==> src/sv/trz_ram.sv <==
// Generic single-port RAM with registered read.
module trz_ram #(
   parameter int DATA_W = 8,
   parameter int DEPTH  = 256
) (
   input  logic                     clock,
   input  logic                     we,
   input  logic [$clog2(DEPTH)-1:0] addr,
   input  logic [DATA_W-1:0]        wdata,
   output logic [DATA_W-1:0]        rdata
);

   logic [DATA_W-1:0] mem_ff [DEPTH];
   logic [DATA_W-1:0] rdata_ff;

   always_ff @(posedge clock) begin
      if (we) begin
         mem_ff[addr] <= wdata;
      end
      rdata_ff <= mem_ff[addr];
   end

   assign rdata = rdata_ff;

endmodule

==> config.mk <==
export PLATFORM = sky130hd
export DESIGN_NAME = trz_ram
export DESIGN_NICKNAME = d
export VERILOG_FILES = /design/src/sv/trz_ram.sv
export SDC_FILE = /design/constraint.sdc
export NUM_CORES = 2
export LEC_CHECK = 0
export ABC_AREA = 1
export BUFFER_PORTS_ARGS = -buffer_cell sky130_fd_sc_hd__buf_2
export CAP_MARGIN = 30
export CORE_MARGIN = 2
export CORE_UTILIZATION = 50
export DETAILED_ROUTE_END_ITERATION = 8
export PLACE_DENSITY = 0.68
export SLEW_MARGIN = 10
export SYNTH_ARGS = -nofsm -noshare
export SYNTH_HDL_FRONTEND = slang
export SYNTH_SLANG_ARGS = --single-unit
==> constraint.sdc <==
create_clock -name clock -period 2.2 [get_ports clock]
set_input_delay 0.22 -clock clock [delete_from_list [all_inputs] [get_ports clock]]
set_output_delay 0.22 -clock clock [all_outputs]
set_load 0.01 [all_outputs]
# Word level (Yosys, flattened, before mapping)
# Memory sizes are Yosys's and may differ from the RTL's. A register that Yosys moved wholly into a read port is not among the register bits.
# Index checks and enable logic that the tools add are counted.
# word_totals
elab_cells	3
reg_bits	0
output_inout_bits	8
memories	1
input_bits	18
mem_bits_rw	2048
# op_classes
muxes	2
# mem_list
name	depth	width	read_ports	rd_ports_with_merged_regs	write_ports	line_no	text
mem_ff	256	8	1	1	1	13	logic [DATA_W-1:0] mem_ff [DEPTH];
# op_table
operator	n
2-to-1 mux 1 bit	2

# Logic depth before layout (Yosys ltp)
# depth
depth_word	2
mapped_depth	15
ltp_nobuf	13

# Worst setup path after synthesis
# No wires, ideal clock.
# synth_timing
kind	input to register
start	input port addr[1]
end	memory mem_ff[234][0] (enable)
cell_stages	10
required_ns	1.830
setup_time_ns	0.370
path_buffers	4
setup_slack_ns	0.140
arrival_time_ns	1.690
cell_sequence	buf_4 -> inv_4 -> nor2_8 -> buf_4 -> buf_4 -> inv_2 -> nor2_1 -> nand2_1 -> clkbuf_1 -> nor2_1
# synth_lines
element	line_no	text
start, declared	8	input logic [$clog2(DEPTH)-1:0] addr,
end, declared	13	
# No word-level cell before the write port.

==> run_results.csv <==
group,metric,value,unit
outcome,status,"completed",
die,design.portCount,26,
synth,syn_inst,8021,
power_and_ir_drop,power.net_switching,18300,uW
critical_path,critical_path_cell_by_cell,"nand2_1 > nand2_1 > nand2_1 > nand2_1 > nand2_1 > nand2_1 > o21ai_1 > nand2_1 > nor2_1 > nor2_1 > nor2_1 > nand2_1",
cells_and_area,finalNetCount,8422,
power_and_ir_drop,p_comb_share,6.4,%
die,start_util,50.2,%
synth,post_synth_and_or_nand_nor_area_fraction,23.8,%
placed_design,placedCellCount,10411,
synth,syn-mean-instance-area,10.6,um2
synth,synth.mux.area_fraction,0,%
clocking,cts_buffer_depth,3,
placed_design,place.gp.congestion,0.935,
die,die_width,416,um
critical_path,critPathKind,"flip-flop to flip-flop",
synth,dominant_combinational_cell_family_by_area_after_synthesis,"simple AND/OR/NAND/NOR gates",
routing,drt_pre_antenna_iters,7,
synth,async_reset_ff_share,0,%
global_route,via_count_of_the_first_global_routing_pass,56178,
clocking,clock_tree.htree_level_count,4,
power_and_ir_drop,report.power.total,81600,uW
timing,grt_setup_unrepaired,"false",
placed_design,placed_cell_area,0.0920,mm2
timing,max-slew-margin-rel,37.1,%
routing,num_vias,58198,
critical_path,crit_path_max_incr_delay,0.35,ns
min_path,hold_path.class,"input port to flip-flop",
clocking,tritoncts_num_sinks,2056,
power_and_ir_drop,share_clk_of_total_power,40.6,%
clocking,cts_tree,"yes",
critical_path,r2r_end,"rdata[0]$_DFF_P_",
clocking,cts_made_buffers,200,
cells_and_area,drive_gt1_share,10.2,%
min_path,holdCritStartpoint,"addr[6]",
synth,synth.top_cell.area_share,72.5,%
critical_path,cp.required,2.92,ns
die,die_h,416,um
critical_path,critical_path_peak_fanout,1,
synth,yosys-top-cells-area,"sky130_fd_sc_hd__edfxtp_1 72%, sky130_fd_sc_hd__nand2_1 21%, sky130_fd_sc_hd__nor2_1 1.6%",
critical_path,timing.critical_path.arrival,2.70,ns
run,timing.max_cap.violations,0,
timing,maxClockFrequency,504,MHz
timing,worstMarginPinSlew,0.940,ns
min_path,destination_of_the_worst_hold_path,"rdata[7]$_DFF_P_",
critical_path,origin_of_the_critical_flop_to_flop_path,"mem_ff[67][0]$_DFFE_PP_",
synth,complex_gate_fraction_of_the_synthesized_area,1.13,%
die,design.die.area,0.173,mm2
synth,commonest_cells_in_the_netlist,"4770 x sky130_fd_sc_hd__nand2_1, 2048 x sky130_fd_sc_hd__edfxtp_1, 361 x sky130_fd_sc_hd__nor2_1",
routing,finalWirelength,227000,um
routing,wire_per_inst,21.1,um
routing,drcViolationCount,0,
synth,ys_seq_elements,2056,
power_and_ir_drop,netSwitchingFraction,22.4,%
critical_path,worst_path_max_delay_cell,"sky130_fd_sc_hd__edfxtp_1",
global_route,global_route_wire_length_before_repair,342000,um
power_and_ir_drop,ir_worst_vdd,0.000842,V
cells_and_area,area_growth_syn_to_fin,15.9,%
power_and_ir_drop,power_density,830,mW/mm2
synth,synth_sequential_area_ratio,72.7,%
critical_path,timing.reg2reg.setup_slack,0.22,ns
timing,final_setup_violating_endpoints,0,
synth,synth_area_in_adders,0,%
global_route,largest_net_degree_at_the_start_of_global_routing,94,
cells_and_area,layout.cell_area.non_filler,0.0984,mm2
die,placement_rows,151,
critical_path,crit_path_end_kind,"flip-flop",
synth,mappedNetlistArea,0.0849,mm2
synth,post_synth_edffs,2048,
global_route,antenna_found_initial,4,
synth,ys.flop_type,"sky130_fd_sc_hd__edfxtp_1",
placed_design,dpl.hpwl,143000,um
clocking,clock_tree.root_cell,"sky130_fd_sc_hd__clkbuf_16",
clocking,postCtsSetupBuffers,0,
die,core_area,0.169,mm2
min_path,min_path_cells,6,
global_route,aggregate_global_route_resource_usage,26.2,%
synth,synth_area_leader_cell,"sky130_fd_sc_hd__edfxtp_1",
cells_and_area,layout.core_utilization,58.2,%
routing,initialDrtViolationCount,6604,
power_and_ir_drop,pwr-share-seq,53.0,%
synth,yosys.cell_types.count,18,
synth,nets_in_the_synthesized_netlist,8039,
routing,vias_per_cell,5.40,
synth,synth_xor_area_share,0,%
critical_path,cpMostUsedCell,"sky130_fd_sc_hd__nand2_1",
timing,maxSlewViolCount,0,
power_and_ir_drop,cellLeakagePower,0.0397,uW
power_and_ir_drop,internal_power,63400,uW
critical_path,worstSetupStartpointType,"flip-flop",
critical_path,worst-r2r-cell-count,12,
timing,timing.final.crit_period,1.98,ns
synth,synth-warning-count,0,
synth,synth.most_common_cell,"sky130_fd_sc_hd__nand2_1",
timing,clock-skew-final,0.0274,ns
placed_design,place.port_buffers,25,
cells_and_area,finalNonFillerCells,10782,
timing,finalCritPeriodShare,90.1,%
clocking,cts.clk_slew.worst_paths,0.06,ns
routing,detail_route_antenna_nets,0,
timing,final_hold_vios,0,
clocking,clkLatencyLatePin,0.84,ns
global_route,grt_overflow_total,0,
[power groups by stage]
stage	Clock, uW	Sequential [uW]	Combinational (uW)
final	33100	43200	5260
after global routing	35000	43200	5710
after CTS	33500	43200	5230
after detailed placement	0	44100	5190
after global placement	0	44100	5130
after floorplan	0	44000	2450
[state kept, by name, summed over array words and instances, names as in the netlist]
signal	count
mem_ff	2048
rdata	8
[cell families after synthesis]
| logic type | Yosys count |
|---|---|
| AO/OA/AOI/OAI | 192 |
| buffers and inverters | 452 |
| flip-flops | 2056 |
| AND/OR/NAND/NOR | 5321 |
[per-layer routing]
metal | vias up | track usage (%) | wire length (um) | part of all wire [%]
met5 | - | 0 | 46 | 0.020
met4 | 6 | 10.6 | 9260 | 4.1
met3 | 469 | 4.48 | 19600 | 8.6
met2 | 2549 | 42.0 | 107000 | 47
met1 | 28046 | 35.7 | 91200 | 40
li1 | 27128 | - | - | -
[worst max-delay path, delay by kind of cell, from the launching register on]
kind            cells  cell delay (ns)
compound gates      1             0.31
flops               1             0.35
simple gates       11             1.23
[cell usage in the layout, fill, tap and decap left out, types with 7 or more instances in the layout]
cell type and instances:
sky130_fd_sc_hd__o21ai_0 41, sky130_fd_sc_hd__nor2_1 356, sky130_fd_sc_hd__nand2_1 4763, sky130_fd_sc_hd__buf_12 135
sky130_fd_sc_hd__inv_1 29, sky130_fd_sc_hd__o21ai_1 119, sky130_fd_sc_hd__a21oi_1 32, sky130_fd_sc_hd__clkinv_1 47
sky130_fd_sc_hd__dfxtp_1 8, sky130_fd_sc_hd__edfxtp_1 2048, sky130_fd_sc_hd__nand3_1 188, sky130_fd_sc_hd__clkbuf_1 46
sky130_fd_sc_hd__bufinv_16 15, sky130_fd_sc_hd__buf_4 430, sky130_fd_sc_hd__buf_8 10, sky130_fd_sc_hd__buf_2 15
sky130_fd_sc_hd__clkbuf_16 203, sky130_fd_sc_hd__clkinv_2 32, sky130_fd_sc_hd__dlygate4sd3_1 8, sky130_fd_sc_hd__inv_6 8
sky130_fd_sc_hd__nand2_2 7
[worst max path at each step]
stage,start,endpoint,slack [ns]
CTS,mem_ff[67][0]$_DFFE_PP_,rdata[0]$_DFF_P_,0.22
floorplan,addr[1],mem_ff[234][0]$_DFFE_PP_,0.14
finish,mem_ff[67][0]$_DFFE_PP_,rdata[0]$_DFF_P_,0.22
global placement,addr[0],rdata[6]$_DFF_P_,-0.57
detailed placement,addr[0],rdata[6]$_DFF_P_,-0.58
global route,mem_ff[180][2]$_DFFE_PP_,rdata[2]$_DFF_P_,0.10
[area by class of cell]
type / instances / area (um2)
diodes: 2 / 5.00
repair buffers: 598 / 6240
fillers: 13575 / 70500
well taps: 2218 / 2780
flip-flops and latches: 2056 / 61700
multi-input cells: 5513 / 21200
clock inverters: 111 / 1030
clock buffers: 249 / 5250
inverters: 35 / 165
[repair_timing]
action                    in CTS  in global routing
hold buffers                   8                  0
hold endpoints to repair     373                  0
gates resized for setup        0                  0
[per-stage QoR]
step | setup TNS [ns] | hold slack (ns) | worst slack (ns)
6_report | 0 | 0.0723 | 0.217
5_1_grt | 0 | 0.0686 | 0.105
4_1_cts | 0 | 0.0237 | 0.221
3_5_place_dp | -64.10 | 0.539 | -0.578
3_3_place_gp | -46.85 | 0.538 | -0.571
2_1_floorplan | 0 | 0.319 | 0.140
No activity file was read; power rests on OpenSTA's default activity.
