==> src/sv/trz_pkg.sv <==
// Shared types, constants and helpers of the triangle rasterizer.
package trz_pkg;

   localparam int FRAME_W    = 128;
   localparam int FRAME_H    = 128;
   localparam int CRD_W      = 13;
   localparam int VAL_W      = 17;
   localparam int FRAC_BITS  = 16;
   localparam int FRAC_W     = FRAC_BITS + 1;
   localparam int DIV_W      = 12;
   localparam int NUM_F      = 5;

   localparam logic [23:0]       CLEAR_COLOR_RST = 24'h335580;
   localparam logic [15:0]       DEPTH_MAX       = 16'hFFFF;
   localparam logic [FRAC_W-1:0] FRAC_ONE        = FRAC_W'(1) << FRAC_BITS;

   localparam logic [1:0] MODE_CLEAR  = 2'd0;
   localparam logic [1:0] MODE_VERTEX = 2'd1;
   localparam logic [1:0] MODE_READ   = 2'd2;
   localparam logic [1:0] VIDX_DRAW   = 2'd2;

   localparam logic [2:0] F_X = 3'd0;
   localparam logic [2:0] F_Z = 3'd1;
   localparam logic [2:0] F_R = 3'd2;
   localparam logic [2:0] F_G = 3'd3;
   localparam logic [2:0] F_B = 3'd4;

   typedef struct packed {
      logic signed [15:0] x;
      logic signed [15:0] y;
      logic [15:0]        z;
      logic [23:0]        color;
   } vtx_type;

   typedef struct packed {
      logic             start;
      logic [DIV_W-1:0] num;
      logic [DIV_W-1:0] den;
   } div_req_type;

   typedef struct packed {
      logic              done;
      logic [FRAC_W-1:0] quot;
   } div_rsp_type;

   typedef enum logic [3:0] {
      ST_IDLE, ST_CLEAR, ST_RD_WAIT, ST_SORT0, ST_SORT1, ST_SORT2, ST_SETUP,
      ST_ROW_CHK, ST_ROW_DIVA, ST_ROW_DIVB, ST_ROW_LERP, ST_SPAN,
      ST_PIX_CHK, ST_PIX_DIV, ST_PIX_LERP, ST_PIX_RD
   } state_type;

   // 1/16 units to whole units, truncated toward zero
   function automatic logic signed [CRD_W-1:0] trunc16(input logic signed [VAL_W-1:0] v);
      logic signed [VAL_W:0] s;
      s = (VAL_W+1)'(v) + (v[VAL_W-1] ? (VAL_W+1)'(15) : (VAL_W+1)'(0));
      return CRD_W'(s >>> 4);
   endfunction

   function automatic logic signed [VAL_W-1:0] vtx_field(input vtx_type v,
                                                         input logic [2:0] k);
      logic signed [VAL_W-1:0] r;
      r = '0;
      case (k)
         F_X: r = VAL_W'(v.x);
         F_Z: r = VAL_W'(v.z);
         F_R: r = VAL_W'(v.color[23:16]);
         F_G: r = VAL_W'(v.color[15:8]);
         F_B: r = VAL_W'(v.color[7:0]);
         default: r = '0;
      endcase
      return r;
   endfunction

endpackage

==> src/sv/trz_lerp.sv <==
// Interpolator a + floor((b - a) * t / 65536), product registered.
module trz_lerp (
   input  logic                                 clock,
   input  logic signed [trz_pkg::VAL_W-1:0]     a,
   input  logic signed [trz_pkg::VAL_W-1:0]     b,
   input  logic        [trz_pkg::FRAC_W-1:0]    t,
   output logic signed [trz_pkg::VAL_W-1:0]     res
);
   import trz_pkg::*;

   localparam int PROD_W = VAL_W + FRAC_W + 2;

   logic signed [VAL_W:0]    diff;
   logic signed [PROD_W-1:0] prod_in, prod_ff;
   logic signed [VAL_W-1:0]  a_ff;

   assign diff    = (VAL_W+1)'(b) - (VAL_W+1)'(a);
   assign prod_in = diff * $signed({1'b0, t});

   always_ff @(posedge clock) begin
      prod_ff <= prod_in;
      a_ff    <= a;
   end

   assign res = a_ff + prod_ff[FRAC_BITS+VAL_W-1:FRAC_BITS];

endmodule

==> config.mk <==
export PLATFORM = sky130hd
export DESIGN_NAME = trz_lerp
export DESIGN_NICKNAME = d
export VERILOG_FILES = /design/src/sv/trz_pkg.sv /design/src/sv/trz_lerp.sv
export SDC_FILE = /design/constraint.sdc
export NUM_CORES = 1
export LEC_CHECK = 0
export BUFFER_PORTS_ARGS = -buffer_cell sky130_fd_sc_hd__buf_2
export CAP_MARGIN = 15
export CORE_MARGIN = 2
export CORE_UTILIZATION = 40
export DETAILED_ROUTE_END_ITERATION = 10
export HOLD_SLACK_MARGIN = 0.03
export MAX_ROUTING_LAYER = met4
export PLACE_DENSITY = 0.57
export SLEW_MARGIN = 15
export SYNTH_ARGS = -nofsm -noshare
export SYNTH_HDL_FRONTEND = slang
export SYNTH_SLANG_ARGS = --single-unit
export TNS_END_PERCENT = 20
==> constraint.sdc <==
create_clock -name clock -period 21.6 [get_ports clock]
set_input_delay 3.24 -clock clock [delete_from_list [all_inputs] [get_ports clock]]
set_output_delay 3.24 -clock clock [all_outputs]
set_load 0.01 [all_outputs]
== Yosys cells after proc, flatten, opt, wreduce, memory -nomap -nowiden ==
Cells that the tools add are included.
Word-level totals
  bits of input ports: 52
  word-level logic and storage cells: 5
  bits in registers: 50
  output and inout bits: 17
Cells by class
  $mul: 1
  add/subtract/negate cells: 2
Operator list (count)
  18-bit by 18-bit multiplier with 33-bit output: 1
  17-bit by 17-bit subtractor with 18-bit output: 1
  17-bit adder: 1

== Longest topological paths before layout ==
Gate-level depths: netlist of the first run.
  word-level depth: 2
  gate-level depth with buffers: 34
  gate-level depth less buffers: 34

== Worst setup path before layout of the first run ==
OpenSTA, ideal clock, no wires.
  kind: input-to-reg
  start point: in b[0] in the netlist's numbering
  end point: reg prod_ff[29]
  path buffers: 1
  data arrival time: 10.622 ns
  stages: 34
  setup time: 0.072 ns
  setup slack: 10.906 ns
  data required time: 21.528 ns
  cell sequence: inv_1 ha_1 inv_2 fa_1 a21o_1 a221oi_2 o21ai_2 a2111oi_4 nor2_1 a21o_1 a21oi_2 xnor2_1 buf_2 and2_1 fa_1 inv_1 fa_1 fa_1 inv_1 fa_1 fa_1 inv_1 fa_1 inv_1 ha_1 a21oi_1 nand2_1 o21ai_0 o21ba_2 o211ai_1 nand2_1 or3_1 a31oi_1 xnor2_1
Between the ends
  word-level cells in the longest chain between the ends: 2
Ends and longest elaborated chain
  start: declaration: line trz_lerp.sv:5  | input logic signed [trz_pkg::VAL_W-1:0] b,
  17-bit by 17-bit subtractor with 18-bit output: line trz_lerp.sv:17  | assign diff = (VAL_W+1)'(b) - (VAL_W+1)'(a);
  18-bit by 18-bit multiplier with 33-bit output: line trz_lerp.sv:18  | assign prod_in = diff * $signed({1'b0, t});
  net prod_in[29]: line trz_lerp.sv:14  | logic signed [PROD_W-1:0] prod_in, prod_ff;
  end signal: assignment: line trz_lerp.sv:21  | prod_ff <= prod_in;
  end: declaration: line trz_lerp.sv:14
The timed path passes the listed nets, and every way through them passes these cells.

== Final worst setup path of the first run ==
  start point: in a[1] in the netlist's numbering
  end point: reg prod_ff[29]
Between the ends
  word-level cells in the longest chain between the ends: 2
Ends and longest elaborated chain
  start: declaration: line trz_lerp.sv:4  | input logic signed [trz_pkg::VAL_W-1:0] a,
  17-bit by 17-bit subtractor with 18-bit output: line trz_lerp.sv:17
  18-bit by 18-bit multiplier with 33-bit output: line trz_lerp.sv:18
  net prod_in[29]: line trz_lerp.sv:14
The timed path passes the listed nets, and every way through them passes these cells.

==> impl_results.md, run 1 <==
* Worst Path Required at 21.82 ns
* Die area at 34030 um^2
* Syn_nets at 1918
* Post-CTS Setup Bufs at 0
* Num ports at 69
* Hold Buf Count CTS at 0
* DP HPWL at 25110 um
* Share of Yosys cell area claimed by the top area cell type at 44.10%
* # rows at 66
* Post-layout minimum cycle time at 11.44 ns
* CTS H-tree depth at 2
* Worst Hold Endpoint: a_ff[4]$_DFF_P_
* Fill count at 3247
* Most frequent cells in the layout: 383 x inv_1, 287 x fa_1, 177 x nand2_1
* Peak Freq at 87.40 MHz
* Crit path launch type: input pin
* Maxcap violations at 0
* Worst Path Max Fanout at 17
* CP Capture Type: register
* Final hold viol count at 0
* Placer Congestion at 0.8702
* Final setup viols at 0
* Post-DR wirelength/cell at 15.25 um
* CP max stage cell: or3_1
* GRT Residual Overflow at 0
* Relative slew slack at 30.83%
* CTS tree: done
* Clock slew at reported path FFs at 0.06 ns
* RSZ-0062 raised after global routing: false
* Worst Hold Class: in2reg
* Synth area leader: fa_1
* Ys async rst share at 0%
* CP bufs+invs at 5
* Seq/Total Area, Yosys at 5.225%
* Post-synth EDFFs at 0
* Syn avg cell area at 8.892 um^2
* Initial antenna violation count at 0
* Die span in y at 184.5 um
* Nets at 1958
* Max incr delay on CP at 0.84 ns
* P&R area growth vs syn at 7.799%
* Fin Hold WS at 3.070 ns
* Clk root buf: clkbuf_16
* Hold Path Depth at 1
* Synth Flop Type: dfxtp_1
* Layout cells sized above 1 at 7.570%
* Seq. cell area at 680.7 um^2
* Placeable Area at 32290 um^2
* # port buffers at 68
* Status: completed
* Multi-input logic area at 10730 um^2
* Setup TNS at 0 ns
* Total track usage at 19.48%
* Ranking of synthesized cells by area: fa_1 44%, inv_1 11%, ha_1 11%
* WP data arrival at 11.66 ns
* Drt total wl at 29730 um
* Total number of vias at 9185
* Final period util at 52.97%
* DRT antenna net count at 0
* Iteration-0 DRC Markers at 414
* CTS Sinks at 34
* HP Start: a[4]
* Gate Count Post-Synth at 1465
* Largest net degree at the start of global routing at 38
* Die width at 184.5 um
* Synthesis-stage register bit count at 34
* PostCTS Resize Cnt at 0
* Vias in the first global route at 9913
* Routed vias/inst at 4.713
* Worst slew pin tran at 1.037 ns
* Pre-antenna DRT Iters at 5
* Syn. warnings at 0
* # DRC at 0
* CP top delay family: adder cells
* CP most frequent cell: fa_1
* Initial Util at 40.35%
* CP Class: in2reg
* Total CTS buffers at 5
* Leading cell type in the layout, fill and taps excluded: inv_1
* First-pass GRT wire length at 50610 um
* Clock Tree Buf Depth at 2
* Mapped Area at 13030 um^2
* Yosys cell types at 58
* Final Slew Violations at 0
cell usage after synthesis, drive strengths merged, types with 6 or more instances:
master	number
inv	384
o21ai	22
and2	133
dfxtp	34
nand2b	21
o21a	6
nor3	9
xor2	15
nand2	177
nor2b	15
nand3	13
clkbuf	44
fa	287
ha	114
or3	9
a21oi	31
a21o	15
nor2	26
mux2i	10
mux2	8
xnor2	44
worst max-delay path by stage:
stage / from / end / slack, ns / cells past startpoint
after floorplan: b[0] / prod_ff[29]$_DFF_P_ / 10.91 / 34
after global placement: a[4] / prod_ff[29]$_DFF_P_ / 10.01 / 28
after global routing: a[1] / prod_ff[32]$_DFF_P_ / 9.62 / 29
after CTS: a[1] / prod_ff[31]$_DFF_P_ / 10.15 / 29
after detailed placement: a[1] / prod_ff[31]$_DFF_P_ / 9.88 / 29
final: a[1] / prod_ff[29]$_DFF_P_ / 10.16 / 27
layer usage:
layer | share of wire (%) | routed length [um] | vias to the layer above | GRT usage, %
li1 | - | - | 4379 | -
met5 | 0 | 0 | - | -
met1 | 45 | 13490 | 4669 | 25.02
met4 | 0.71 | 212 | 0 | 1.472
met2 | 51 | 15300 | 120 | 34.77
met3 | 2.4 | 727 | 17 | 1.897
area by class of cell:
type	count	share of cell area, %
Antenna cell	1	0.01782
Clock buffer	5	0.8909
Clock inverter	3	0.4900
Inverter	384	10.26
Multi-Input combinational cell	998	76.38
Sequential cell	34	4.847
Tap cell	442	3.938
Timing Repair Buffer	82	3.172
logic make-up after synthesis:
| kind of cell | count (synthesis) | share of synthesized area (%) |
|---|---|---|
| mux | 18 | 1.489 |
| simple gates | 413 | 15.78 |
| flops | 34 | 5.225 |
| compound gates | 105 | 5.570 |
| fa+ha+maj | 402 | 55.13 |
| buf+inv | 433 | 12.67 |
| xor+xnor | 60 | 4.139 |
state kept, by name (all words and copies together), names as in the netlist:
signal and cells:
a_ff 17, prod_ff 17
through the flow:
stage | cells | worst slack [ns] | util (%) | cell area [um^2]
after floorplan | 1465 | 10.91 | - | 13030
after global placement | 1940 | 10.01 | 42.89 | 13850
after detailed placement | 1940 | 9.880 | 42.89 | 13850
after CTS | 1948 | 10.15 | 43.49 | 14040
after global routing | 1948 | 9.620 | 43.49 | 14040
final | 1949 | 10.16 | 43.49 | 14040
Power of run 1 is left out: the tool's default activity adds up to more than one toggle a clock period on the data nets, which glitch-free logic cannot reach.
==> run 2: changes to the inputs <==
Clock period 21.6 ns to 11.8 ns, I/O delays scaled along.
==> run 2 against run 1 <==
  * Via count up 1.1%
  * Critical path type unchanged
  * Highest routed layer unchanged
  * Count of clock-buffer cells in the layout up 2
  * Die area unchanged
  * Worst hold slack worse by 1.5 ns
==> impl_results.md, run 2 (synthesized netlist as in run 1, its figures left out) <==
* Biggest regs: a_ff x17, prod_ff x17
* Worst Path Max Fanout at 17
* Final Slew Violations at 0
* Layout cells sized above 1 at 7.503%
* RSZ-0062 raised after global routing: false
* Seq. cell area at 680.7 um^2
* HP Start: a[4]
* # DRC at 0
* N_diodes at 0
* Die width at 184.5 um
* Post-layout minimum cycle time at 9.946 ns
* CTS H-tree depth at 2
* Placer Congestion at 0.8671
* Worst setup path end: prod_ff[29]$_DFF_P_
* Worst Hold Class: in2reg
* CTS Sinks at 34
* Routed vias/inst at 4.765
* Die area at 34030 um^2
* Post-DR wirelength/cell at 15.36 um
* Final core occ at 43.34%
* Vias in the first global route at 9904
* Multi-input logic area at 10730 um^2
* Clock Tree Buf Depth at 2
* Leading cell type in the layout, fill and taps excluded: inv_1
* WP data arrival at 10.16 ns
* Nets at 1958
* Worst Path Required at 12.01 ns
* Iteration-0 DRC Markers at 421
* # port buffers at 68
* Maxcap violations at 0
* DP HPWL at 25270 um
* Total track usage at 19.52%
* Clock slew at reported path FFs at 0.06 ns
* Die span in y at 184.5 um
* DRT antenna net count at 0
* Worst Setup SP: a[4]
* Initial antenna violation count at 0
* Pre-antenna DRT Iters at 5
* Final setup viols at 0
* Post-CTS Setup Bufs at 0
* Setup TNS at 0 ns
* Relative slew slack at 26.85%
* Hold Buf Count CTS at 0
* Clk root buf: clkbuf_16
* Placeable Area at 32290 um^2
* First-pass GRT wire length at 50630 um
* P&R area growth vs syn at 7.424%
* Worst slew pin tran at 1.097 ns
* Peak Freq at 100.5 MHz
* Final period util at 84.29%
* # rows at 66
* Final instance area at 13990 um^2
* Total CTS buffers at 5
* CP Capture Type: register
* Crit path launch type: input pin
* CP Class: in2reg
* Total number of vias at 9282
* GRT Residual Overflow at 0
* Drt total wl at 29930 um
* Most frequent cells in the layout: 383 x inv_1, 287 x fa_1, 177 x nand2_1
* CTS tree: done
* DP Area at 13850 um^2
* Initial Util at 40.35%
* Status: completed
* Num ports at 69
* Largest net degree at the start of global routing at 38
* PostCTS Resize Cnt at 0
* Fill count at 3289
* Final hold viol count at 0
==> run 2: changes by cell type in the layout (fill, tap and decap cells not counted) <==
cell,change
clkbuf_8,+1
clkinv_2,+1
clkinv_4,-1
diode_2,-1
clkbuf_1,+1
bufinv_16,-2
==> run 2: worst min path at each step <==
stage                     cells after the start         endpoint  slack, ns
after floorplan                               0  a_ff[0]$_DFF_P_       1.80
after global placement                        1  a_ff[4]$_DFF_P_       1.89
after detailed placement                      1  a_ff[4]$_DFF_P_       1.89
after CTS                                     1  a_ff[4]$_DFF_P_       1.59
after global routing                          1  a_ff[4]$_DFF_P_       1.59
final                                         1  a_ff[4]$_DFF_P_       1.60
==> run 2: cell type report <==
| type | count | area share, % |
|---|---|---|
| repair buffers | 82 | 3.183 |
| flip-flops and latches | 34 | 4.864 |
| clock buffers | 7 | 1.019 |
| well taps | 442 | 3.952 |
| multi-input cells | 998 | 76.65 |
| inverters | 384 | 10.30 |
| clock inverters | 1 | 0.03576 |
==> run 2: through the flow <==
step                      hold WS, ns  setup WS (ns)  std cells
after floorplan                 1.798          2.576       1465
final                           1.597          1.854       1948
after global placement          1.887          1.672       1940
after detailed placement        1.892          1.589       1940
after global routing            1.587          1.319       1948
after CTS                       1.588          1.882       1948
==> run 2: per-layer routing <==
metal,vias up,global-route usage (%),wire (um)
met1,4728,25.76,13570
met2,149,33.79,15140
met4,0,2.048,238
li1,4386,-,-
met5,-,-,0
met3,19,1.857,975
==> run 2: worst max-delay path, cell delays in order <==
cell and delay, ns:
buf_2 0.09, inv_1 0.04, ha_1 0.36, a21o_1 0.20, a21oi_1 0.17, nor2_2 0.07
a311oi_2 0.43, o31ai_2 0.14, a21o_1 0.21, a2111oi_2 0.34, or3_1 0.84, mux2_2 0.44
fa_1 0.50, fa_1 0.51, fa_1 0.51, inv_1 0.05, fa_1 0.48, fa_1 0.48
inv_1 0.05, fa_1 0.47, inv_1 0.04, ha_1 0.18, or3_1 0.40, o211ai_1 0.47
nand2_1 0.19, or3_1 0.37, a31oi_1 0.20, xnor2_1 0.14
Power of run 2 is left out for the same reason.
