**config.mk**
```make
export PLATFORM = sky130hd
export DESIGN_NAME = trz_div
export DESIGN_NICKNAME = d
export VERILOG_FILES = /design/src/sv/trz_pkg.sv /design/src/sv/trz_div.sv
export SDC_FILE = /design/constraint.sdc
export NUM_CORES = 1
export LEC_CHECK = 0
export BUFFER_PORTS_ARGS = -buffer_cell sky130_fd_sc_hd__buf_2
export CAP_MARGIN = 20
export CORE_MARGIN = 5
export CORE_UTILIZATION = 30
export DETAILED_ROUTE_END_ITERATION = 10
export PLACE_DENSITY = 0.5
export SYNTH_ARGS = -nofsm -noshare
export SYNTH_HDL_FRONTEND = slang
export SYNTH_SLANG_ARGS = --single-unit
```
**constraint.sdc**
```tcl
create_clock -name clock -period 3.45 [get_ports clock]
set_clock_uncertainty 0.15 [all_clocks]
set_input_delay 0.8625 -clock clock [delete_from_list [all_inputs] [get_ports clock]]
set_output_delay 0.8625 -clock clock [all_outputs]
set_load 0.05 [all_outputs]
```
**src/sv/trz_pkg.sv**
```systemverilog
// Shared types, constants and helpers of the triangle rasterizer.
package trz_pkg;

   localparam int FRAME_W    = 128;
   localparam int FRAME_H    = 128;
   localparam int CRD_W      = 13;
   localparam int VAL_W      = 17;
   localparam int FRAC_BITS  = 16;
   localparam int FRAC_W     = FRAC_BITS + 1;
   localparam int DIV_W      = 12;
   localparam int NUM_F      = 5;

   localparam logic [23:0]       CLEAR_COLOR_RST = 24'h335580;
   localparam logic [15:0]       DEPTH_MAX       = 16'hFFFF;
   localparam logic [FRAC_W-1:0] FRAC_ONE        = FRAC_W'(1) << FRAC_BITS;

   localparam logic [1:0] MODE_CLEAR  = 2'd0;
   localparam logic [1:0] MODE_VERTEX = 2'd1;
   localparam logic [1:0] MODE_READ   = 2'd2;
   localparam logic [1:0] VIDX_DRAW   = 2'd2;

   localparam logic [2:0] F_X = 3'd0;
   localparam logic [2:0] F_Z = 3'd1;
   localparam logic [2:0] F_R = 3'd2;
   localparam logic [2:0] F_G = 3'd3;
   localparam logic [2:0] F_B = 3'd4;

   typedef struct packed {
      logic signed [15:0] x;
      logic signed [15:0] y;
      logic [15:0]        z;
      logic [23:0]        color;
   } vtx_type;

   typedef struct packed {
      logic             start;
      logic [DIV_W-1:0] num;
      logic [DIV_W-1:0] den;
   } div_req_type;

   typedef struct packed {
      logic              done;
      logic [FRAC_W-1:0] quot;
   } div_rsp_type;

   typedef enum logic [3:0] {
      ST_IDLE, ST_CLEAR, ST_RD_WAIT, ST_SORT0, ST_SORT1, ST_SORT2, ST_SETUP,
      ST_ROW_CHK, ST_ROW_DIVA, ST_ROW_DIVB, ST_ROW_LERP, ST_SPAN,
      ST_PIX_CHK, ST_PIX_DIV, ST_PIX_LERP, ST_PIX_RD
   } state_type;

   // 1/16 units to whole units, truncated toward zero
   function automatic logic signed [CRD_W-1:0] trunc16(input logic signed [VAL_W-1:0] v);
      logic signed [VAL_W:0] s;
      s = (VAL_W+1)'(v) + (v[VAL_W-1] ? (VAL_W+1)'(15) : (VAL_W+1)'(0));
      return CRD_W'(s >>> 4);
   endfunction

   function automatic logic signed [VAL_W-1:0] vtx_field(input vtx_type v,
                                                         input logic [2:0] k);
      logic signed [VAL_W-1:0] r;
      r = '0;
      case (k)
         F_X: r = VAL_W'(v.x);
         F_Z: r = VAL_W'(v.z);
         F_R: r = VAL_W'(v.color[23:16]);
         F_G: r = VAL_W'(v.color[15:8]);
         F_B: r = VAL_W'(v.color[7:0]);
         default: r = '0;
      endcase
      return r;
   endfunction

endpackage

```
**src/sv/trz_div.sv**
```systemverilog
// Restoring divider for interpolation fractions, one quotient bit per cycle.
module trz_div (
   input  logic                 clock,
   input  logic                 reset,
   input  trz_pkg::div_req_type req,
   output trz_pkg::div_rsp_type rsp
);
   import trz_pkg::*;

   logic              busy_ff, busy_in;
   logic              done_ff, done_in;
   logic [4:0]        cnt_ff, cnt_in;
   logic [DIV_W-1:0]  rem_ff, rem_in;
   logic [DIV_W-1:0]  den_ff, den_in;
   logic [FRAC_W-1:0] quot_ff, quot_in;
   logic [DIV_W:0]    rem2;
   logic              fits;

   assign rem2 = {rem_ff, 1'b0};
   assign fits = rem2 >= {1'b0, den_ff};

   always_comb begin
      busy_in = busy_ff;
      done_in = 1'b0;
      cnt_in  = cnt_ff;
      rem_in  = rem_ff;
      den_in  = den_ff;
      quot_in = quot_ff;
      if (busy_ff) begin
         rem_in  = fits ? DIV_W'(rem2 - {1'b0, den_ff}) : DIV_W'(rem2);
         quot_in = {quot_ff[FRAC_W-2:0], fits};
         cnt_in  = cnt_ff - 5'd1;
         if (cnt_ff == 5'd1) begin
            busy_in = 1'b0;
            done_in = 1'b1;
         end
      end else if (req.start) begin
         den_in = req.den;
         if (req.den == '0) begin
            quot_in = '0;
            done_in = 1'b1;
         end else if (req.num >= req.den) begin
            quot_in = FRAC_ONE;
            done_in = 1'b1;
         end else begin
            rem_in  = req.num;
            quot_in = '0;
            cnt_in  = 5'(FRAC_BITS);
            busy_in = 1'b1;
         end
      end
   end

   always_ff @(posedge clock) begin
      if (reset) begin
         busy_ff <= 1'b0;
         done_ff <= 1'b0;
         cnt_ff  <= '0;
      end else begin
         busy_ff <= busy_in;
         done_ff <= done_in;
         cnt_ff  <= cnt_in;
      end
      rem_ff  <= rem_in;
      den_ff  <= den_in;
      quot_ff <= quot_in;
   end

   assign rsp.done = done_ff;
   assign rsp.quot = quot_ff;

endmodule

```
After elaboration in Yosys (flattened, before gate mapping)
Cells that the tools add are included.

word-level totals
  register bits after elaboration = 48
  output and inout bits = 18
  logic and storage cells = 41
  input port bits = 27

cells by class
  reduce and logical (&&, ||, !) cells = 4
  add/sub/neg operators = 2
  muxes and demuxes = 23
  bitwise gates (word level) = 1
  order comparisons = 2
  equal/unequal tests = 3

operator list
  cell                 number
  $mux 17              4
  $mux 12              5
  $mux 5               4
  $ge 13x12->1         1
  $ge 12x12->1         1
  $logic_not 12->1     1
  $sub 12x12->12       1
  $mux 1               10
  $eq 5x1->1 const B   1
  $sub 5x1->5 const B  1
  $ne 2x2->1 const B   2
  $reduce_and 3->1     1
  $reduce_and 2->1     1
  $reduce_bool 2->1    1
  $not 1->1            1

Logic depth before layout (Yosys ltp)
Gate-level depths: netlist of run 1.

  depth in word-level cells = 5
  mapped depth = 10
  depth with buffers taken out = 9

Worst setup path before layout of run 1
No wires, ideal clock.

  path kind = input port to flip-flop
  start point = input req[12] (netlist name)
  end point = register rem_ff[0] (enable)
  cell stages on the path = 8
  setup slack = 346 ps
  required time = 2,979 ps
  library setup time = 321 ps
  data arrival time = 2,633 ps
  path buffers = 0
  cell sequence = inv_1 ha_1 nand2b_1 a21o_1 a211o_1 a311o_1 nor4b_2 or2_2

between the ends
  word-level cells in the longest chain between the ends = 3

ends and longest elaborated chain
  item                        line           RTL
  from (decl)                 trz_div.sv:5   input trz_pkg::div_req_type req,
  $ge 12x12->1                trz_div.sv:42  end else if (req.num >= req.den) begin
  $ne 2x2->1 (no line)        --
  $reduce_and 3->1 (no line)  --
  to (signal assigned)        trz_div.sv:64  rem_ff <= rem_in;
  to (decl)                   trz_div.sv:13  logic [DIV_W-1:0] rem_ff, rem_in;

Every way passes these cells.
A chain may end at the register's enable or synchronous reset.

Final worst setup path of run 1
  start point = input req[0] (netlist name)
  end point = register rem_ff[0] (enable)

between the ends
  word-level cells in the longest chain between the ends = 3
  elaborated cells between the ends (all ways) = 5
  classes of those cells = order compare (1); eq/ne (2); reduce/logical (2)

ends and longest elaborated chain
  item                                              line
  $ge 12x12->1 or $logic_not 12->1 (tied branches)  trz_div.sv:42, trz_div.sv:39
  $ne 2x2->1 (no line)                              --
  $reduce_and 3->1 (no line) (*)                    --

Mark *: on every way between the ends. The rest lies on a longest branch, timed or not.

==> metrics, run 1 <==
core area 0.00973 sq mm; Final HPWL DP between 5000 and 6000 um; crit start category input pin; Min-Delay Endpoint cnt_ff[2]; Setup violations, final 0; die height 110 um; DR vias approximately 2300; clk root buf clkbuf_8; R2R Setup Slk a little over 0.7 ns; worst r2r path cells 7; CTS tree yes; DR WL/cell 14.7 um; Leak between 1.5 and 2 nW; Worst IR Drop VDD ~0.25 mV; overall routed net length about 7000 um; Worst Path Max Fanout 12; vias in the first global route approximately 2300; share of layout cells above drive strength 1 19.4%; Fmax achieved approximately 0.33 GHz; die area ~0.012 sq mm; postcts setup bufs 0; antenna cell count 0; IO Pins 45; RSZ-0062 raised after global routing no; # DRC 0; Total Routing Usage GR a little under an eighth; YS warnings 0; Detailed Routing Iterations Pass 1 5; port bufs 44; element type at the critical path end flop; initial antenna violation count 0; reg2reg end rem_ff[10]; most common cell after layout, fill and taps aside buf_2; Worst slew margin ~59%; P per Cell Area around 500 mW/mm^2; placed instance area roughly 0.0034 sq mm; Die Width between 100 and 150 um; Yosys reg bits 48; Fin Hold WS 0.340 ns; Mapped Avg Cell Area approximately 10 sq um; sequential-to-total area share from yosys stat between 40% and 50%; Final Cycle Share 87.2%; CTS Hold Bufs 0; arrival time of the worst setup path roughly 2.8 ns; status complete, no violations; clock slew at reported path FFs about 0.090 ns; EDFF count, synth 41; initial core utilization 30.7%; Fin. Hold Viols 0; later-pin clock latency in the skew report about 0.3 ns; CTS Buffer Depth 2; RePlAce Congestion roughly 0.83; DR iter-0 viols 75; Routed Antenna Nets 0; Pwr Total 1.72 mW; post-cts sizing count 0; Num CTS Buffers 5; Filler cells ~1000; Mapped Area 0.00299 sq mm; syn nets 352; Final Cell Area around 0.0035 sq mm; ys flop type edfxtp_1; Setup Crit Path Kind in -> reg; area grow syn2layout 16.5%; NumNets Final between 300 and 400; asr flop ratio synth 0%; post-synthesis cell count slightly below 300; most frequent cells in the layout buf_2, edfxtp_1, inv_1, ha_1; startpoint of the worst register-to-register path rem_ff[3]; vias per cell approximately 4.8; pin count of the biggest net entering global routing 18; Cells on Worst Hold Path 2; # clock sinks 48; Fin Setup TNS 0 ns; Remaining Overflow, GRT 0; first-pass GRT wire length ~11000 um; Worst-Margin Slew roughly 0.6 ns; count of cell types in the netlist between 50 and 60; Min-Delay Path Class reg -> reg; Req. time, crit path 3.28 ns; # rows 36; fin crit period 3.01 ns; max-slew violations 0; H-Tree Depth 2; maxcap violations 0; Min-Delay Startpoint cnt_ff[2]
[layout make-up]
type | count | area, sq um | area share [%]
repair buffers | 48 | 250 | 7.19
multi-input cells | 209 | 1460 | 41.8
clock buffers | 5 | 68.8 | 1.98
well taps | 133 | 166 | 4.78
flip-flops and latches | 48 | 1370 | 39.4
inverters | 32 | 120 | 3.45
clock inverters | 3 | 47.5 | 1.37
[worst max-delay path, cell delays in order]
cell,delay [ns]
buf_2,0.11
ha_1,0.27
nand2b_1,0.13
a21o_1,0.17
a211o_1,0.31
a311o_1,0.35
nor4b_2,0.29
or2_2,0.35
[power breakdown]
part / switching, mW / internal, mW / leakage (nW)
sequential: 0.0395 / 0.708 / 0.469
clock: 0.201 / 0.219 / 0.0583
combinational: 0.354 / 0.199 / 1.00
[through the flow]
| stage | util [%] | std cells | setup WS [ns] |
|---|---|---|---|
| 6_report | 35.8 | 478 | 0.441 |
| 5_1_grt | 35.8 | 478 | 0.321 |
| 4_1_cts | 35.8 | 478 | 0.423 |
| 3_5_place_dp | 34.6 | 470 | 0.0967 |
| 3_3_place_gp | 34.6 | 470 | 0.140 |
| 2_1_floorplan | - | 298 | 0.346 |
[layer usage]
layer,vias up,part of all wire (%),track usage (%)
met1,1068,44,14.5
met3,10,4.2,2.82
li1,1177,-,-
met2,47,50,20.7
met4,0,1.7,3.56
met5,-,0,0
[cell families after synthesis]
kind of cell	count (synthesis)	synth area share [%]
AND/OR/NAND/NOR	104	18.6
AO/OA/AOI/OAI	71	16.5
flip-flops	48	45.9
buffers and inverters	41	5.32
adder cells (fa/ha/maj)	27	11.6
XOR/XNOR	6	1.76
multiplexers	1	0.335
[how the worst max path moves through the flow]
stage / cells after the start / start / end / slack [ns]
floorplan: 8 / req[12] / rem_ff[0] / 0.35
global placement: 8 / req[0] / rem_ff[0] / 0.14
detailed placement: 8 / req[0] / rem_ff[3] / 0.1
CTS: 8 / req[0] / rem_ff[11] / 0.42
global route: 8 / req[0] / rem_ff[0] / 0.32
finish: 8 / req[0] / rem_ff[0] / 0.44
[cells in the mapped netlist (all sizes together), types with 2 or more instances]
library cell | number | share of area (%)
edfxtp | 41 | 41
inv | 31 | 3.9
ha | 26 | 11
nand2 | 23 | 3.0
nor2 | 22 | 2.8
a21oi | 18 | 3.3
and2 | 16 | 3.4
a31oi | 11 | 2.3
nor3 | 9 | 1.5
o21ai | 9 | 1.6
a21o | 8 | 2.0
clkbuf | 7 | 0.88
dfxtp | 7 | 4.7
a211oi | 4 | 1.0
nand2b | 4 | 0.84
nor2b | 4 | 0.84
o31ai | 4 | 1.0
xnor2 | 4 | 1.2
and3 | 3 | 0.63
nand3 | 3 | 0.50
nor4 | 3 | 0.63
o2111ai | 3 | 1.1
o21a | 3 | 0.75
or2 | 3 | 0.63
or3 | 3 | 0.63
buf | 2 | 0.42
nand4 | 2 | 0.42
nor4b | 2 | 1.0
xor2 | 2 | 0.59
[registers in the layout, summed over array words and instances, names as in the netlist]
| signal | count |
|---|---|
| busy_ff | 1 |
| cnt_ff | 5 |
| den_ff | 12 |
| done_ff | 1 |
| quot_ff | 17 |
| rem_ff | 12 |
No activity file was read; power rests on OpenSTA's default activity.
==> inputs of run 2 (changes only) <==
--- a/config.mk
+++ b/config.mk
@@ -8,9 +8,9 @@
 export BUFFER_PORTS_ARGS = -buffer_cell sky130_fd_sc_hd__buf_2
 export CAP_MARGIN = 20
 export CORE_MARGIN = 5
-export CORE_UTILIZATION = 30
+export CORE_UTILIZATION = 40
 export DETAILED_ROUTE_END_ITERATION = 10
-export PLACE_DENSITY = 0.5
+export PLACE_DENSITY = 0.62
 export SYNTH_ARGS = -nofsm -noshare
 export SYNTH_HDL_FRONTEND = slang
 export SYNTH_SLANG_ARGS = --single-unit
==> run 2 against run 1 <==
  * First-iteration DRC count rose by 72%
  * Sequential cell count did not move
  * Cell count fell by 7.3%
  * Power fell by 5.3%
  * Final area fell by 2.3%
  * Clock power fell by 21%
  * Highest routed layer unchanged
  * Non-clock buffer count fell by 1
  * Routed wire length fell by 4.0%
  * Sequential share of layout area rose by 0.93 points
  * Critical path depth did not move
  * Setup slack improved by 0.027 ns
==> metrics, run 2 (same netlist as run 1, synthesis figures left out) <==
Filler cells 709; vias per cell 5.27; IO Pins 45; antenna cell count 0; DR iter-0 viols between 100 and 150; slack of the critical path approximately 0.47 ns; core area 0.00725 sq mm; overall routed net length around 6700 um; R2R Setup Slk about 0.72 ns; Final Cell Area around 0.0034 sq mm; CP peak stage delay between 0.3 and 0.4 ns; Final Cycle Share roughly 86%; Crit path max-delay family compound AO/OA/AOI/OAI gates; Req. time, crit path ~3.3 ns; area grow syn2layout 13.9%; post-route insts no fill 443; CTS Buffer Depth 2; initial antenna violation count 0; RePlAce Congestion a little over 0.9; Total Routing Usage GR ~15%; share of layout cells above drive strength 1 a little under a fifth; first-pass GRT wire length 10800 um; # clock sinks 48; DR vias about 2300; Final HPWL DP 5300 um; arrival time of the worst setup path between 2 and 3 ns; Leak 1.51 nW; CTS Hold Bufs 0; max-slew violations 0; later-pin clock latency in the skew report 0.30 ns; NumNets Final around 400; fin crit period around 3 ns; most frequent cells in the layout buf_2, edfxtp_1, inv_1, ha_1; initial core utilization roughly 40%; die area 0.00929 sq mm; placed cell count roughly 440; Core Util, Final between 40% and 50%; Worst slew margin between 50% and 60%; Num CTS Buffers 5; Fin. Hold Viols 0; H-Tree Depth 2; placed instance area about 0.0033 sq mm; Reg with most FFs quot_ff; area of the multi-input gates 0.00146 sq mm; crit start category input pin; worst slack, placed 0.139 ns; Worst Path Max Fanout 12; DR WL/cell around 15 um; # rows 31; worst path bufs/invs 1; Worst-Margin Slew just over 0.6 ns; Reg area around 0.0014 sq mm; vias in the first global route approximately 2300; Fin Hold WS between 0.3 and 0.4 ns; RSZ-0062 raised after global routing no; critical path, cell by cell buf_2, ha_1, nand2b_1, a21o_1, a211o_1, a311o_1, nor4b_2, or2_2; CP max stage cell a311o_1; Routed Antenna Nets 0; Fmax achieved around 0.34 GHz; clock slew at reported path FFs about 0.09 ns; postcts setup bufs 0; Min-Delay Path Class reg -> reg; Fin Setup TNS 0 ns; Largest register FFs 17; P per Cell Area about 480 mW/mm^2; Die Width ~96 um; clk root buf clkbuf_8; Setup Crit Path Kind in -> reg; most common cell after layout, fill and taps aside buf_2; element type at the critical path end flop; Worst IR Drop VDD 0.307 mV; pin count of the biggest net entering global routing 28; CTS tree yes; Pwr Total approximately 1.6 mW; port bufs 44; # DRC 0; Setup violations, final 0; post-cts sizing count 0; die height ~96 um; Regs by FF count quot_ff: 17 flops, den_ff: 12 flops, rem_ff: 12 flops; Remaining Overflow, GRT 0; maxcap violations 0; status complete, no violations; Detailed Routing Iterations Pass 1 4
==> run 2: report_power, final <==
part	internal (mW)	switching, mW
combinational	0.198	0.352
clock	0.142	0.189
sequential	0.709	0.0413
total	1.05	0.582
==> run 2: path summary, 6_finish.rpt <==
| path | startpoint | to | cells past startpoint |
|---|---|---|---|
| worst max-delay path | req[0] | rem_ff[4] | 8 |
| worst min-delay path | cnt_ff[2] | cnt_ff[2] | 2 |
| worst max register to register | rem_ff[3] | rem_ff[10] | 7 |
| worst min register to register | cnt_ff[2] | cnt_ff[2] | 2 |
==> run 2: worst reg2reg max path, cell delays in order, from the launching register on <==
cell      delay, ns
edfxtp_1       0.42
ha_1           0.41
a21o_1         0.22
a31oi_1        0.23
and3b_1        0.26
o21a_1         0.49
a41oi_1        0.10
o22a_1         0.20
==> run 2: area by class of cell <==
| class | count | area share (%) |
|---|---|---|
| Tap cell | 99 | 3.64 |
| Inverter | 32 | 3.53 |
| Multi-Input combinational cell | 209 | 42.8 |
| Sequential cell | 48 | 40.3 |
| Clock inverter | 3 | 0.515 |
| Clock buffer | 5 | 2.02 |
| Timing Repair Buffer | 47 | 7.14 |
==> run 2: layer usage <==
metal  wire length, um  GRT usage, %
met1              3130          19.4
met2              3270          25.8
met3               233          2.87
met4                92          5.14
met5                 0             0
